===== config.mk =====
export PLATFORM = sky130hd
export DESIGN_NAME = clock_source_monitor_top
export DESIGN_NICKNAME = d
export VERILOG_FILES = /design/src/hw/rtl/csm_pkg.sv /design/src/hw/rtl/csm_csr.sv /design/src/hw/rtl/csm_select.sv /design/src/hw/rtl/csm_core.sv /design/src/hw/rtl/clock_source_monitor_top.sv
export SDC_FILE = /design/constraint.sdc
export NUM_CORES = 2
export LEC_CHECK = 0
export BUFFER_PORTS_ARGS = -buffer_cell sky130_fd_sc_hd__clkbuf_2
export CAP_MARGIN = 5
export CORE_ASPECT_RATIO = 2
export CORE_UTILIZATION = 38
export CTS_CLUSTER_DIAMETER = 60
export DETAILED_ROUTE_END_ITERATION = 6
export PLACE_DENSITY_LB_ADDON = 0.12
export SYNTH_ARGS = -nofsm -noshare
export SYNTH_HDL_FRONTEND = slang
export SYNTH_SLANG_ARGS = --single-unit

===== constraint.sdc =====
create_clock -name clock -period 24.1 [get_ports clock]
set_input_delay 2.41 -clock clock [delete_from_list [all_inputs] [get_ports clock]]
set_output_delay 2.41 -clock clock [all_outputs]
set_load 0.1 [all_outputs]

===== src/hw/rtl/csm_pkg.sv =====
// ----------------------------------------------------------------------------
// csm_pkg
// Types, constants and helpers shared by the clock source monitor.
// ----------------------------------------------------------------------------
package csm_pkg;

   localparam int NUM_SOURCES = 3;
   localparam int TIME_W      = 64;
   localparam int TICK_W      = 44;
   localparam int RATING_W    = 10;
   localparam int SRC_W       = 2;
   localparam int KIND_W      = 2;
   localparam int STRIKE_W    = 2;
   localparam int CSR_INDEX_W = 2;
   localparam int SCALE_EXT   = 7;
   localparam int SCALED_W    = TIME_W + SCALE_EXT;

   // source indexes
   localparam logic [SRC_W-1:0] SRC_CYCLE = 2'd0;
   localparam logic [SRC_W-1:0] SRC_EVENT = 2'd1;
   localparam logic [SRC_W-1:0] SRC_TICK  = 2'd2;
   localparam logic [SRC_W-1:0] SRC_NONE  = 2'd3;

   // word kinds
   localparam logic [KIND_W-1:0] KIND_SELECT   = 2'd0;
   localparam logic [KIND_W-1:0] KIND_READ     = 2'd1;
   localparam logic [KIND_W-1:0] KIND_WATCHDOG = 2'd2;

   // register indexes
   localparam logic [CSR_INDEX_W-1:0] CSR_RATING_CYCLE = 2'd0;
   localparam logic [CSR_INDEX_W-1:0] CSR_RATING_EVENT = 2'd1;
   localparam logic [CSR_INDEX_W-1:0] CSR_RATING_TICK  = 2'd2;

   localparam logic [RATING_W-1:0] RATING_CYCLE_RST = 10'd200;
   localparam logic [RATING_W-1:0] RATING_EVENT_RST = 10'd250;
   localparam logic [RATING_W-1:0] RATING_TICK_RST  = 10'd100;
   localparam logic [RATING_W-1:0] RATING_FLOOR     = 10'd100;

   localparam logic [TIME_W-1:0]   JUMP_LIMIT   = 64'd3600000000000;
   localparam logic [TIME_W-1:0]   MIN_MARGIN   = 64'd10000000;
   localparam logic [STRIKE_W-1:0] STRIKE_LIMIT = 2'd2;

   typedef logic [RATING_W-1:0] rating_type;

   typedef struct packed {
      logic [KIND_W-1:0] kind;
      logic [TIME_W-1:0] cycle_counter_ns;
      logic [TIME_W-1:0] event_timer_ns;
      logic              event_timer_present;
      logic [TICK_W-1:0] tick_count;
   } req_word_type;

   typedef struct packed {
      logic [TIME_W-1:0]      time_ns;
      logic [SRC_W-1:0]       current_source;
      logic [SRC_W-1:0]       watchdog_source;
      logic [STRIKE_W-1:0]    strike_count;
      logic [NUM_SOURCES-1:0] unstable_mask;
      logic                   jump_rejected;
      logic                   source_switched;
   } rsp_word_type;

   typedef struct packed {
      logic             found;
      logic [SRC_W-1:0] best;
      logic [SRC_W-1:0] second;
   } sel_result_type;

   // tick_count * 1000000, wraps at 64 bits
   function automatic logic [TIME_W-1:0] tick_to_ns(input logic [TICK_W-1:0] ticks);
      logic [TIME_W-1:0] x;
      x = {{(TIME_W-TICK_W){1'b0}}, ticks};
      return (x << 19) + (x << 18) + (x << 17) + (x << 16)
           + (x << 14) + (x << 9) + (x << 6);
   endfunction

endpackage


===== src/hw/rtl/csm_csr.sv =====
// ----------------------------------------------------------------------------
// csm_csr
// Source rating registers, write only.
// ----------------------------------------------------------------------------
module csm_csr (
   input  logic                               clock,
   input  logic                               reset,
   input  logic                               csr_write_en,
   input  logic [csm_pkg::CSR_INDEX_W-1:0]    csr_index,
   input  logic [csm_pkg::RATING_W-1:0]       csr_wdata,
   output csm_pkg::rating_type                rating [csm_pkg::NUM_SOURCES]
);
   import csm_pkg::*;

   rating_type rating_ff [NUM_SOURCES];

   always_ff @(posedge clock) begin
      if (reset) begin
         rating_ff[0] <= RATING_CYCLE_RST;
         rating_ff[1] <= RATING_EVENT_RST;
         rating_ff[2] <= RATING_TICK_RST;
      end else if (csr_write_en) begin
         case (csr_index)
            CSR_RATING_CYCLE: rating_ff[0] <= csr_wdata;
            CSR_RATING_EVENT: rating_ff[1] <= csr_wdata;
            CSR_RATING_TICK:  rating_ff[2] <= csr_wdata;
            default: ;
         endcase
      end
   end

   assign rating = rating_ff;

endmodule


===== src/hw/rtl/csm_select.sv =====
// ----------------------------------------------------------------------------
// csm_select
// Picks best and second-best usable source by rating; ties keep the lower index.
// ----------------------------------------------------------------------------
module csm_select (
   input  logic [csm_pkg::NUM_SOURCES-1:0] usable,
   input  csm_pkg::rating_type             rating [csm_pkg::NUM_SOURCES],
   output csm_pkg::sel_result_type         sel
);
   import csm_pkg::*;

   always_comb begin
      logic             best_ok, sec_ok;
      logic [SRC_W-1:0] best_idx, sec_idx;
      rating_type       best_rt, sec_rt;
      best_ok  = 1'b0;
      sec_ok   = 1'b0;
      best_idx = SRC_NONE;
      sec_idx  = SRC_NONE;
      best_rt  = '0;
      sec_rt   = '0;
      for (int i = 0; i < NUM_SOURCES; i++) begin
         if (usable[i]) begin
            if (!best_ok || rating[i] > best_rt) begin
               if (best_ok && best_rt >= RATING_FLOOR) begin
                  sec_ok  = 1'b1;
                  sec_idx = best_idx;
                  sec_rt  = best_rt;
               end
               best_ok  = 1'b1;
               best_idx = SRC_W'(i);
               best_rt  = rating[i];
            end else if ((!sec_ok || rating[i] > sec_rt) && rating[i] >= RATING_FLOOR) begin
               sec_ok  = 1'b1;
               sec_idx = SRC_W'(i);
               sec_rt  = rating[i];
            end
         end
      end
      sel.found  = best_ok;
      sel.best   = best_idx;
      sel.second = sec_idx;
   end

endmodule


===== src/hw/rtl/csm_core.sv =====
// ----------------------------------------------------------------------------
// csm_core
// Monitor state and the single-pass update for one word: selection, rebase,
// monotonic read with jump rejection, and the watchdog drift check.
// ----------------------------------------------------------------------------
module csm_core (
   input  logic                          clock,
   input  logic                          reset,
   input  logic                          step_en,
   input  csm_pkg::req_word_type         item,
   input  logic [csm_pkg::TIME_W-1:0]    tick_ns,
   input  csm_pkg::rating_type           rating [csm_pkg::NUM_SOURCES],
   output csm_pkg::rsp_word_type         rsp_next
);
   import csm_pkg::*;

   logic [TIME_W-1:0]      mono_ff, mono_in;
   logic [SRC_W-1:0]       cur_ff, cur_in;
   logic [SRC_W-1:0]       wdg_ff, wdg_in;
   logic [TIME_W-1:0]      offset_ff [NUM_SOURCES];
   logic [TIME_W-1:0]      offset_in [NUM_SOURCES];
   logic [NUM_SOURCES-1:0] unstable_ff, unstable_in;
   logic                   armed_ff, armed_in;
   logic [TIME_W-1:0]      last_cur_ff, last_cur_in;
   logic [TIME_W-1:0]      last_ref_ff, last_ref_in;
   logic [STRIKE_W-1:0]    strikes_ff, strikes_in;

   logic [NUM_SOURCES-1:0] present;
   logic                   cur_valid, wdg_valid;
   logic [TIME_W-1:0]      cur_read, cur_off, cur_now, wdg_read, sel_read, base;
   logic [TIME_W-1:0]      now_rd, rd_delta;
   logic                   rd_gt, jump;
   logic [TIME_W-1:0]      cur_delta, ref_delta, diff;
   logic [SCALED_W-1:0]    diff_x, diff_scaled;
   logic                   ticks, cd_gt, suspect;
   logic [STRIKE_W-1:0]    strikes_inc;
   logic                   rejected, mark, run_sel, armed_a, switched;
   logic [STRIKE_W-1:0]    strikes_a;
   sel_result_type         sel;

   assign present[0] = (item.cycle_counter_ns != '0);
   assign present[1] = item.event_timer_present;
   assign present[2] = 1'b1;

   assign cur_valid = (cur_ff != SRC_NONE);
   assign wdg_valid = (wdg_ff != SRC_NONE);

   always_comb begin
      case (cur_ff)
         SRC_CYCLE: begin cur_read = item.cycle_counter_ns; cur_off = offset_ff[0]; end
         SRC_EVENT: begin cur_read = item.event_timer_ns;   cur_off = offset_ff[1]; end
         SRC_TICK:  begin cur_read = tick_ns;               cur_off = offset_ff[2]; end
         default:   begin cur_read = '0;                    cur_off = '0;           end
      endcase
      case (wdg_ff)
         SRC_CYCLE: wdg_read = item.cycle_counter_ns;
         SRC_EVENT: wdg_read = item.event_timer_ns;
         SRC_TICK:  wdg_read = tick_ns;
         default:   wdg_read = '0;
      endcase
      case (sel.best)
         SRC_CYCLE: sel_read = item.cycle_counter_ns;
         SRC_EVENT: sel_read = item.event_timer_ns;
         SRC_TICK:  sel_read = tick_ns;
         default:   sel_read = '0;
      endcase
   end

   assign cur_now = cur_read + cur_off;

   // read path
   assign now_rd   = cur_valid ? cur_now :
                     (present[0] ? item.cycle_counter_ns : tick_ns);
   assign rd_gt    = (now_rd > mono_ff);
   assign rd_delta = now_rd - mono_ff;
   assign jump     = rd_gt && (mono_ff != '0) && (rd_delta > JUMP_LIMIT);

   // watchdog: diff > dw/k  <=>  dw < diff*k
   assign cur_delta = cur_now - last_cur_ff;
   assign ref_delta = wdg_read - last_ref_ff;
   assign ticks     = (wdg_ff == SRC_TICK);
   assign cd_gt     = (cur_delta > ref_delta);
   assign diff      = cd_gt ? (cur_delta - ref_delta) : (ref_delta - cur_delta);
   assign diff_x    = {{SCALE_EXT{1'b0}}, diff};
   assign diff_scaled = ticks ? ((diff_x << 4) + (diff_x << 2))
                              : ((diff_x << 6) + (diff_x << 5) + (diff_x << 2));
   assign suspect   = (diff > MIN_MARGIN)
                    && ({{SCALE_EXT{1'b0}}, ref_delta} < diff_scaled)
                    && !(ticks && cd_gt);
   assign strikes_inc = (strikes_ff >= STRIKE_LIMIT) ? STRIKE_LIMIT
                                                     : strikes_ff + STRIKE_W'(1);

   always_comb begin
      mono_in     = mono_ff;
      last_cur_in = last_cur_ff;
      last_ref_in = last_ref_ff;
      armed_a     = armed_ff;
      strikes_a   = strikes_ff;
      rejected    = 1'b0;
      mark        = 1'b0;
      run_sel     = 1'b0;
      case (item.kind)
         KIND_SELECT: run_sel = 1'b1;
         KIND_READ: begin
            if (jump) begin
               rejected = 1'b1;
               if (cur_valid) begin
                  mark    = 1'b1;
                  run_sel = 1'b1;
               end
            end else if (rd_gt) begin
               mono_in = now_rd;
            end
         end
         KIND_WATCHDOG: begin
            if (cur_valid && wdg_valid) begin
               last_cur_in = cur_now;
               last_ref_in = wdg_read;
               armed_a     = 1'b1;
               if (armed_ff) begin
                  if (suspect) begin
                     strikes_a = strikes_inc;
                     if (strikes_inc >= STRIKE_LIMIT) begin
                        mark    = 1'b1;
                        run_sel = 1'b1;
                     end
                  end else begin
                     strikes_a = '0;
                  end
               end
            end
         end
         default: ;
      endcase
   end

   assign unstable_in = unstable_ff
                      | (mark ? (NUM_SOURCES'(1) << cur_ff) : '0);

   csm_select u_select (
      .usable (present & ~unstable_in),
      .rating (rating),
      .sel    (sel)
   );

   assign base = (mono_ff != '0) ? mono_ff : (cur_valid ? cur_now : '0);

   always_comb begin
      cur_in     = cur_ff;
      wdg_in     = wdg_ff;
      offset_in  = offset_ff;
      armed_in   = armed_a;
      strikes_in = strikes_a;
      switched   = 1'b0;
      if (run_sel && sel.found) begin
         if (sel.best != cur_ff) begin
            switched = 1'b1;
            cur_in   = sel.best;
            if (base != '0) begin
               offset_in[sel.best] = base - sel_read;
            end
         end
         wdg_in     = sel.second;
         armed_in   = 1'b0;
         strikes_in = '0;
      end
   end

   always_ff @(posedge clock) begin
      if (reset) begin
         mono_ff     <= '0;
         cur_ff      <= SRC_NONE;
         wdg_ff      <= SRC_NONE;
         offset_ff   <= '{default: '0};
         unstable_ff <= '0;
         armed_ff    <= 1'b0;
         last_cur_ff <= '0;
         last_ref_ff <= '0;
         strikes_ff  <= '0;
      end else if (step_en) begin
         mono_ff     <= mono_in;
         cur_ff      <= cur_in;
         wdg_ff      <= wdg_in;
         offset_ff   <= offset_in;
         unstable_ff <= unstable_in;
         armed_ff    <= armed_in;
         last_cur_ff <= last_cur_in;
         last_ref_ff <= last_ref_in;
         strikes_ff  <= strikes_in;
      end
   end

   assign rsp_next.time_ns         = mono_in;
   assign rsp_next.current_source  = cur_in;
   assign rsp_next.watchdog_source = wdg_in;
   assign rsp_next.strike_count    = strikes_in;
   assign rsp_next.unstable_mask   = unstable_in;
   assign rsp_next.jump_rejected   = rejected;
   assign rsp_next.source_switched = switched;

endmodule


===== src/hw/rtl/clock_source_monitor_top.sv =====
// ----------------------------------------------------------------------------
// clock_source_monitor_top
// Selects among three time sources and serves clamped monotonic time.
// ----------------------------------------------------------------------------
// One word is taken every clock cycle unless the result side stalls, and
// each gives exactly one result word. The rate is set by the monitor state
// update, which completes in the single pass between the input register and
// the result register. Users must write ratings through the csr_ port only
// while no word is in flight; the block itself does not enforce this.
module clock_source_monitor_top (
   input  logic                             clock,
   input  logic                             reset,
   input  logic                             req_valid,
   output logic                             req_stall,
   input  csm_pkg::req_word_type            req_word,
   output logic                             rsp_valid,
   input  logic                             rsp_stall,
   output csm_pkg::rsp_word_type            rsp_word,
   input  logic                             csr_write_en,
   input  logic [csm_pkg::CSR_INDEX_W-1:0]  csr_index,
   input  logic [csm_pkg::RATING_W-1:0]     csr_wdata
);
   import csm_pkg::*;

   logic              in_valid_ff, in_valid_in;
   req_word_type      in_word_ff;
   logic [TIME_W-1:0] in_tick_ns_ff;
   logic              out_valid_ff, out_valid_in;
   rsp_word_type      out_word_ff;
   rsp_word_type      rsp_next;
   logic              advance, accept;
   rating_type        rating [NUM_SOURCES];

   assign advance     = in_valid_ff && (!out_valid_ff || !rsp_stall);
   assign req_stall   = in_valid_ff && !advance;
   assign accept      = req_valid && !req_stall;
   assign in_valid_in = accept || (in_valid_ff && !advance);
   assign out_valid_in = advance || (out_valid_ff && rsp_stall);

   always_ff @(posedge clock) begin
      if (reset) begin
         in_valid_ff  <= 1'b0;
         out_valid_ff <= 1'b0;
      end else begin
         in_valid_ff  <= in_valid_in;
         out_valid_ff <= out_valid_in;
      end
   end

   always_ff @(posedge clock) begin
      if (accept) begin
         in_word_ff    <= req_word;
         in_tick_ns_ff <= tick_to_ns(req_word.tick_count);
      end
      if (advance) begin
         out_word_ff <= rsp_next;
      end
   end

   csm_csr u_csr (
      .clock        (clock),
      .reset        (reset),
      .csr_write_en (csr_write_en),
      .csr_index    (csr_index),
      .csr_wdata    (csr_wdata),
      .rating       (rating)
   );

   csm_core u_core (
      .clock    (clock),
      .reset    (reset),
      .step_en  (advance),
      .item     (in_word_ff),
      .tick_ns  (in_tick_ns_ff),
      .rating   (rating),
      .rsp_next (rsp_next)
   );

   assign rsp_valid = out_valid_ff;
   assign rsp_word  = out_word_ff;

endmodule


After elaboration in Yosys (flattened, before gate mapping)
Index checks and enable logic that the tools add are counted.
- input bits: 192
- register bits: 696
- logic and storage cells: 192
- output and inout bits: 77
- equal/unequal tests: 13
- multiplexer cells: 68
- shift operators: 1
- reductions and logical operators: 45
- $lt $le $gt $ge: 16
- add/subtract/negate cells: 17
- bitwise gates (word level): 4
- operators by type and width (kind ; count):
    one-hot mux 64 bit (3 select lines) ; 4
    2-to-1 mux 64 bit ; 9
    subtractor 64 bit ; 6
    bitwise mux 192 bit ; 1
    nonzero test 64 bit ; 3
    demux 64 bit (select 2 bit) ; 1
    > comparator 64 bit ; 2
    adder 70 x 69 -> 71 bit ; 1
    adder 71 x 66 -> 71 bit ; 1
    less-than comparator 64 x 71 -> 1 bit ; 1
    2-to-1 mux 71 bit ; 1
    2-to-1 mux 10 bit ; 7
    adder 68 x 66 -> 69 bit ; 1
    adder 63 x 62 -> 64 bit ; 1
    adder 64 x 50 -> 64 bit ; 1
    adder 64 x 53 -> 64 bit ; 1
    adder 64 x 58 -> 64 bit ; 1
    adder 64 x 60 -> 64 bit ; 1
    adder 64 x 61 -> 64 bit ; 1
    adder 64 bit ; 1
    > comparator 64 x 24 -> 1 bit (second input constant) ; 1
    > comparator 64 x 42 -> 1 bit (second input constant) ; 1
    2-to-1 mux 2 bit ; 22
    greater-or-equal comparator 10 x 7 -> 1 bit (second input constant) ; 4
    other kinds (26) ; 91

Longest topological paths before layout
- depth after elaboration: 35
- depth in mapped cells: 141
- gate-level depth less buffers: 131

Cells and area by module
A second synthesis with hierarchy kept.
- cells, all modules: 10118
- area, all modules: 80885.1 um^2
- modules (own cells, without submodules) (module ; area each (um^2) ; cells an instance ; instances ; seq. area each (um^2)):
    csm_core ; 60770.8 ; 8596 ; 1 ; 7887.6
    clock_source_monitor_top ; 17718.2 ; 1248 ; 1 ; 9198.8
    csm_csr ; 1228.7 ; 120 ; 1 ; 600.6
    csm_select ; 1167.4 ; 154 ; 1 ; 0.0

Least setup slack after synthesis
Ideal clock, no wire load.
- kind: register -> register
- start: register u_core.cur_ff[0]
- end: register u_core.offset_ff[63] (netlist name)
- required time: 23999 ps
- library setup time: 101 ps
- setup slack: -2413 ps
- clock period less this slack: 26513 ps
- stages on the path, launching flop included: 134
- path buffers: 10
- arrival: 26412 ps
- cells stage by stage: dfxtp_1 > clkbuf_1 > clkbuf_1 > buf_1 > mux2i_1 > nor2_1 > ha_1 > fa_1 > a21o_1 > a221oi_2 > o2111ai_1 > a21oi_1 > o211ai_1 > a21oi_1 > o211a_1 > o2111ai_1 > a41oi_1 > nor3_1 > [98 not listed] > a21boi_0 > o21ai_0 > a21oi_1 > o21ai_0 > a311oi_1 > o211ai_1 > a31oi_1 > a31oi_1 > o31ai_1 > a211o_1 > nand3_1 > a2bb2oi_1 > a21oi_1 > a221o_1 > a21o_1 > a31o_2 > xnor2_1 > o41ai_1
- word-level cells in the longest chain between the ends: 35
- elaborated cells on any way between the ends: 78
- classes of those cells: 9 x add/sub; 9 x order compare; 6 x eq/ne; 1 x shift; 32 x mux; 4 x bitwise; 17 x reduce/logical
- ends and longest elaborated chain (item ; RTL line ; text):
    from (decl) ; csm_core.sv:18 ; logic [SRC_W-1:0] cur_ff, cur_in;
    from (signal assigned) ; csm_core.sv:182 ; cur_ff <= cur_in;
    == test 2 bit, or another cell as far along ; csm_core.sv:49 ; case (cur_ff)
    one-hot mux 64 bit (3 select lines) ; csm_core.sv:49 ;
    adder 64 bit * ; csm_core.sv:69 ; assign cur_now = cur_read + cur_off;
    via u_core.cur_now[46] ; csm_core.sv:30 ; logic [TIME_W-1:0] cur_read, cur_off, cur_now, wdg_read, sel_read, base;
    branches (longest 32 deep; another with adder 70 x 69 -> 71 bit) ; - ;
    to (signal assigned) ; csm_core.sv:184 ; offset_ff <= offset_in;
    to (decl) ; csm_core.sv:20 ; logic [TIME_W-1:0] offset_ff [NUM_SOURCES];
Mark *: on every way through the listed nets, which the timed path passes.
A chain may end at the register's enable or synchronous reset.

Worst setup path after layout
- start: register u_core.cur_ff[0]
- end: register u_core.offset_ff[122] (netlist name)
The elaborated chain is that of the path after synthesis.

==> impl_results.md <==
* Post-synth top area cell: ha_1
* Cell Area, Synth at 75,090 µm²
* Ys flop type: dfxtp_1
* Final Net Count at roughly 13,000
* Pin count of the biggest net entering global routing at about 130
* First-pass GRT wire length at 481,500 µm
* Maximum clock frequency at 40.02 MHz
* Crit-path max cell delay at 0.49 ns
* Ports at 269
* Crit path top cell by count: buf_4
* Ranking of synthesized cells by area: ha_1 (14%), dfxtp_1 (11%), edfxtp_1 (11%)
* Drc violations at 9
* Post-synth EDFFs at 264
* Crit-path max FO at 14
* Clk root buf: clkbuf_16
* Placeable Area at between 150,000 and 200,000 µm²
* Syn. warnings at 0
* Area of the multi-input gates at 56,920 µm²
* Post-synthesis cell type count at 109
* Layout cell share with drive strength beyond 1 at 27.68%
* Post-synthesis async set-or-reset flop share at 0%
* Via/cell ratio at 5.501
* Outcome: finished with violations
* Crit path max-delay cell type: fa_1
* Drt wl/cell at 22.95 µm
* Synth Net Count at 10,601
* Detail Route Antenna Nets at 0
* Routed wire length at 328,700 µm
* Slew Viols, Final at 2
* Drt pass-1 iters at 7
* HP Class: reg -> reg
* Hpwl dp at 273,100 µm
* Hold Buf Count CTS at 0
* CTS tree: yes
* RSZ-0062 raised after global routing: yes
* Port Buf Inserts at about 270
* Area grow syn2layout at 35.52%
* Fin util at between 50% and 60%
* Cell total after placement at 14,036
* Period utilisation layout at 103.7%
* Clock latency on the worst-skew pair at a little over 0.7 ns
* # fillers at 19,167
* Average size of a mapped cell at 8.042 µm²
* Final hold violations at 0
* Fin crit period at roughly 25 ns
* CTS Sinks at 690
* Max Cap Viol at 1
* CTS max path bufs at 3
* Synth top cells by count: nand2_1 (1,023), a21oi_1 (934), nor2_1 (813), ha_1 (812), o21ai_0 (700)
* Routed vias at 78,769
* Die area at 199,500 µm²
* Initial antenna violation count at 7
* Final setup margin at -0.8892 ns
* Critical Path Source Type: flip-flop
* Register area at roughly 16,000 µm²
* Synth Instances at 9,338
* H-tree depth at 2
* Clk_skew at 0.05139 ns
* Worst reg2reg path depth at 136
* RD Place Congestion at 0.9991
* Die width at about 320 µm
* Rel. slew slack at -2.169%
* Worst-Margin Slew at ~1.5 ns
* Critical path class: reg -> reg
* Yosys top cell area share at 13.53%
* DP Worst Slack at -3.281 ns
* Hold Crit Depth at 2
* WP data arrival at 25.54 ns
* Total CTS buffers at slightly above 60
* Rows at 230
* # setup viols final at 62
* Synth Register Bits at 690
* Critical path capture point type: flip-flop
* Sequential fraction of the synthesis area at 21.91%
* Cell with the most instances after synthesis: nand2_1
* Worst path required time at 24.65 ns
* Setup TNS at -31.70 ns
* Initial DRC count at roughly 5,300
* Failing checks: design-rule violations, max-capacitance violations, max-slew violations, negative setup slack
* Fin cells at 14,319
* Die height at 630.7 µm
* GR Overflow Total at 0
* CTS clock-pin slew for the worst setup and hold paths at 0.08 ns
* Initial Util at 38.26%
* Vias in the first global route at 80,379
* All-layer global routing usage at around a third
-- per-layer routing --
metal  vias up  wire length [µm]  track usage (%)
met2      2199            168800            59.35
met1     37659            120500            33.98
met5         -                 0                0
met3       680             12560            2.460
met4         0             26750            21.59
li1      38231                 -                -
-- critical path, delay by kind of cell (launching register included) --
kind / cells / cell delay (ns)
AOI/OAI and AO/OA: 65 / 12.24
and+or+nand+nor: 32 / 4.41
adders and majority gates: 10 / 3.31
buffers and inverters: 22 / 3.14
xor gates and xnor gates: 5 / 0.82
DFF: 1 / 0.44
muxes: 2 / 0.41
-- cell type report --
| class | count | share of cell area, % |
|---|---|---|
| multi-input combinational | 7634 | 55.94 |
| timing repair buffer | 2725 | 20.50 |
| sequential | 690 | 16.18 |
| tap | 2552 | 3.138 |
| inverter | 596 | 2.203 |
| clock buffer | 79 | 1.667 |
| clock inverter | 37 | 0.3566 |
| antenna | 6 | 0.01475 |
-- placed cells by master (no fill, tap or decap), drive strengths merged, types with 19 or more instances in the layout --
cell,synthesis,routed
a2111oi,19,19
a211o,21,21
a211oi,157,157
a21boi,39,39
a21o,334,334
a21oi,934,934
a221o,19,19
a221oi,21,21
a222oi,57,57
a31oi,53,53
and2,46,46
and3,66,66
buf,98,2447
clkbuf,320,354
clkinv,0,20
dfxtp,426,426
edfxtp,264,264
fa,259,259
ha,812,812
inv,596,605
mux2i,407,407
nand2,1023,1023
nand2b,104,104
nand3,133,133
nand4,138,138
nor2,814,814
nor2b,91,91
nor3,127,127
nor4,62,62
o211ai,50,50
o21a,80,80
o21ai,717,717
o21bai,118,118
o31a,22,22
o31ai,48,48
or2,38,38
or3,38,38
or4,19,19
xnor2,316,316
xor2,184,184
-- stage by stage --
| stage | cell area (µm²) | hold slack (ns) |
|---|---|---|
| final | 101800 | 0.4533 |
| after global routing | 101800 | 0.4721 |
| after CTS | 100100 | 0.4559 |
| after detailed placement | 95860 | 0.4463 |
| after global placement | 95850 | 0.4410 |
| after floorplan | 75360 | 0.4363 |
-- path summary, 6_finish.rpt --
check,slack (ns),end,from
worst max-delay path,-0.89,u_core.offset_ff[122],u_core.cur_ff[0]
worst min-delay path,0.45,u_core.last_ref_ff[20],u_core.last_ref_ff[20]
worst max register to register,-0.89,u_core.offset_ff[122],u_core.cur_ff[0]
worst min register to register,0.45,u_core.last_ref_ff[20],u_core.last_ref_ff[20]
-- registers in the layout, summed over array words and instances, names as in the netlist, 2 cells and up --
signal and flops:
u_core.offset_ff 192, in_word_ff 131, rsp_word 75, u_core.last_cur_ff 64, u_core.last_ref_ff 64, u_core.mono_ff 64, in_tick_ns_ff 58, u_csr.rating 30
u_core.unstable_ff 3, u_core.cur_ff 2, u_core.strikes_ff 2, u_core.wdg_ff 2
-- logic make-up (layout without fill, tap and decap cells) --
logic type,after synthesis,count (layout),share of synthesized area (%)
AOI/OAI and AO/OA,2874,2874,23.99
adders and majority gates,1071,1071,20.43
and+or+nand+nor,2767,2767,16.79
muxes,422,422,5.682
buffers and inverters,1014,3437,5.313
xor gates and xnor gates,500,500,5.872
DFF,690,690,21.91
other,0,6,0
-- what timing repair did --
action                                  4_1_cts  5_1_grt
setup buffers                               120       69
endpoints found under the setup margin      168      174
gates resized for setup                     283      224
pin swaps                                   185      184
cloned                                        5        7
Power is left out: the tool's default activity adds up to more than one toggle a clock period on the data nets, which glitch-free logic cannot reach.
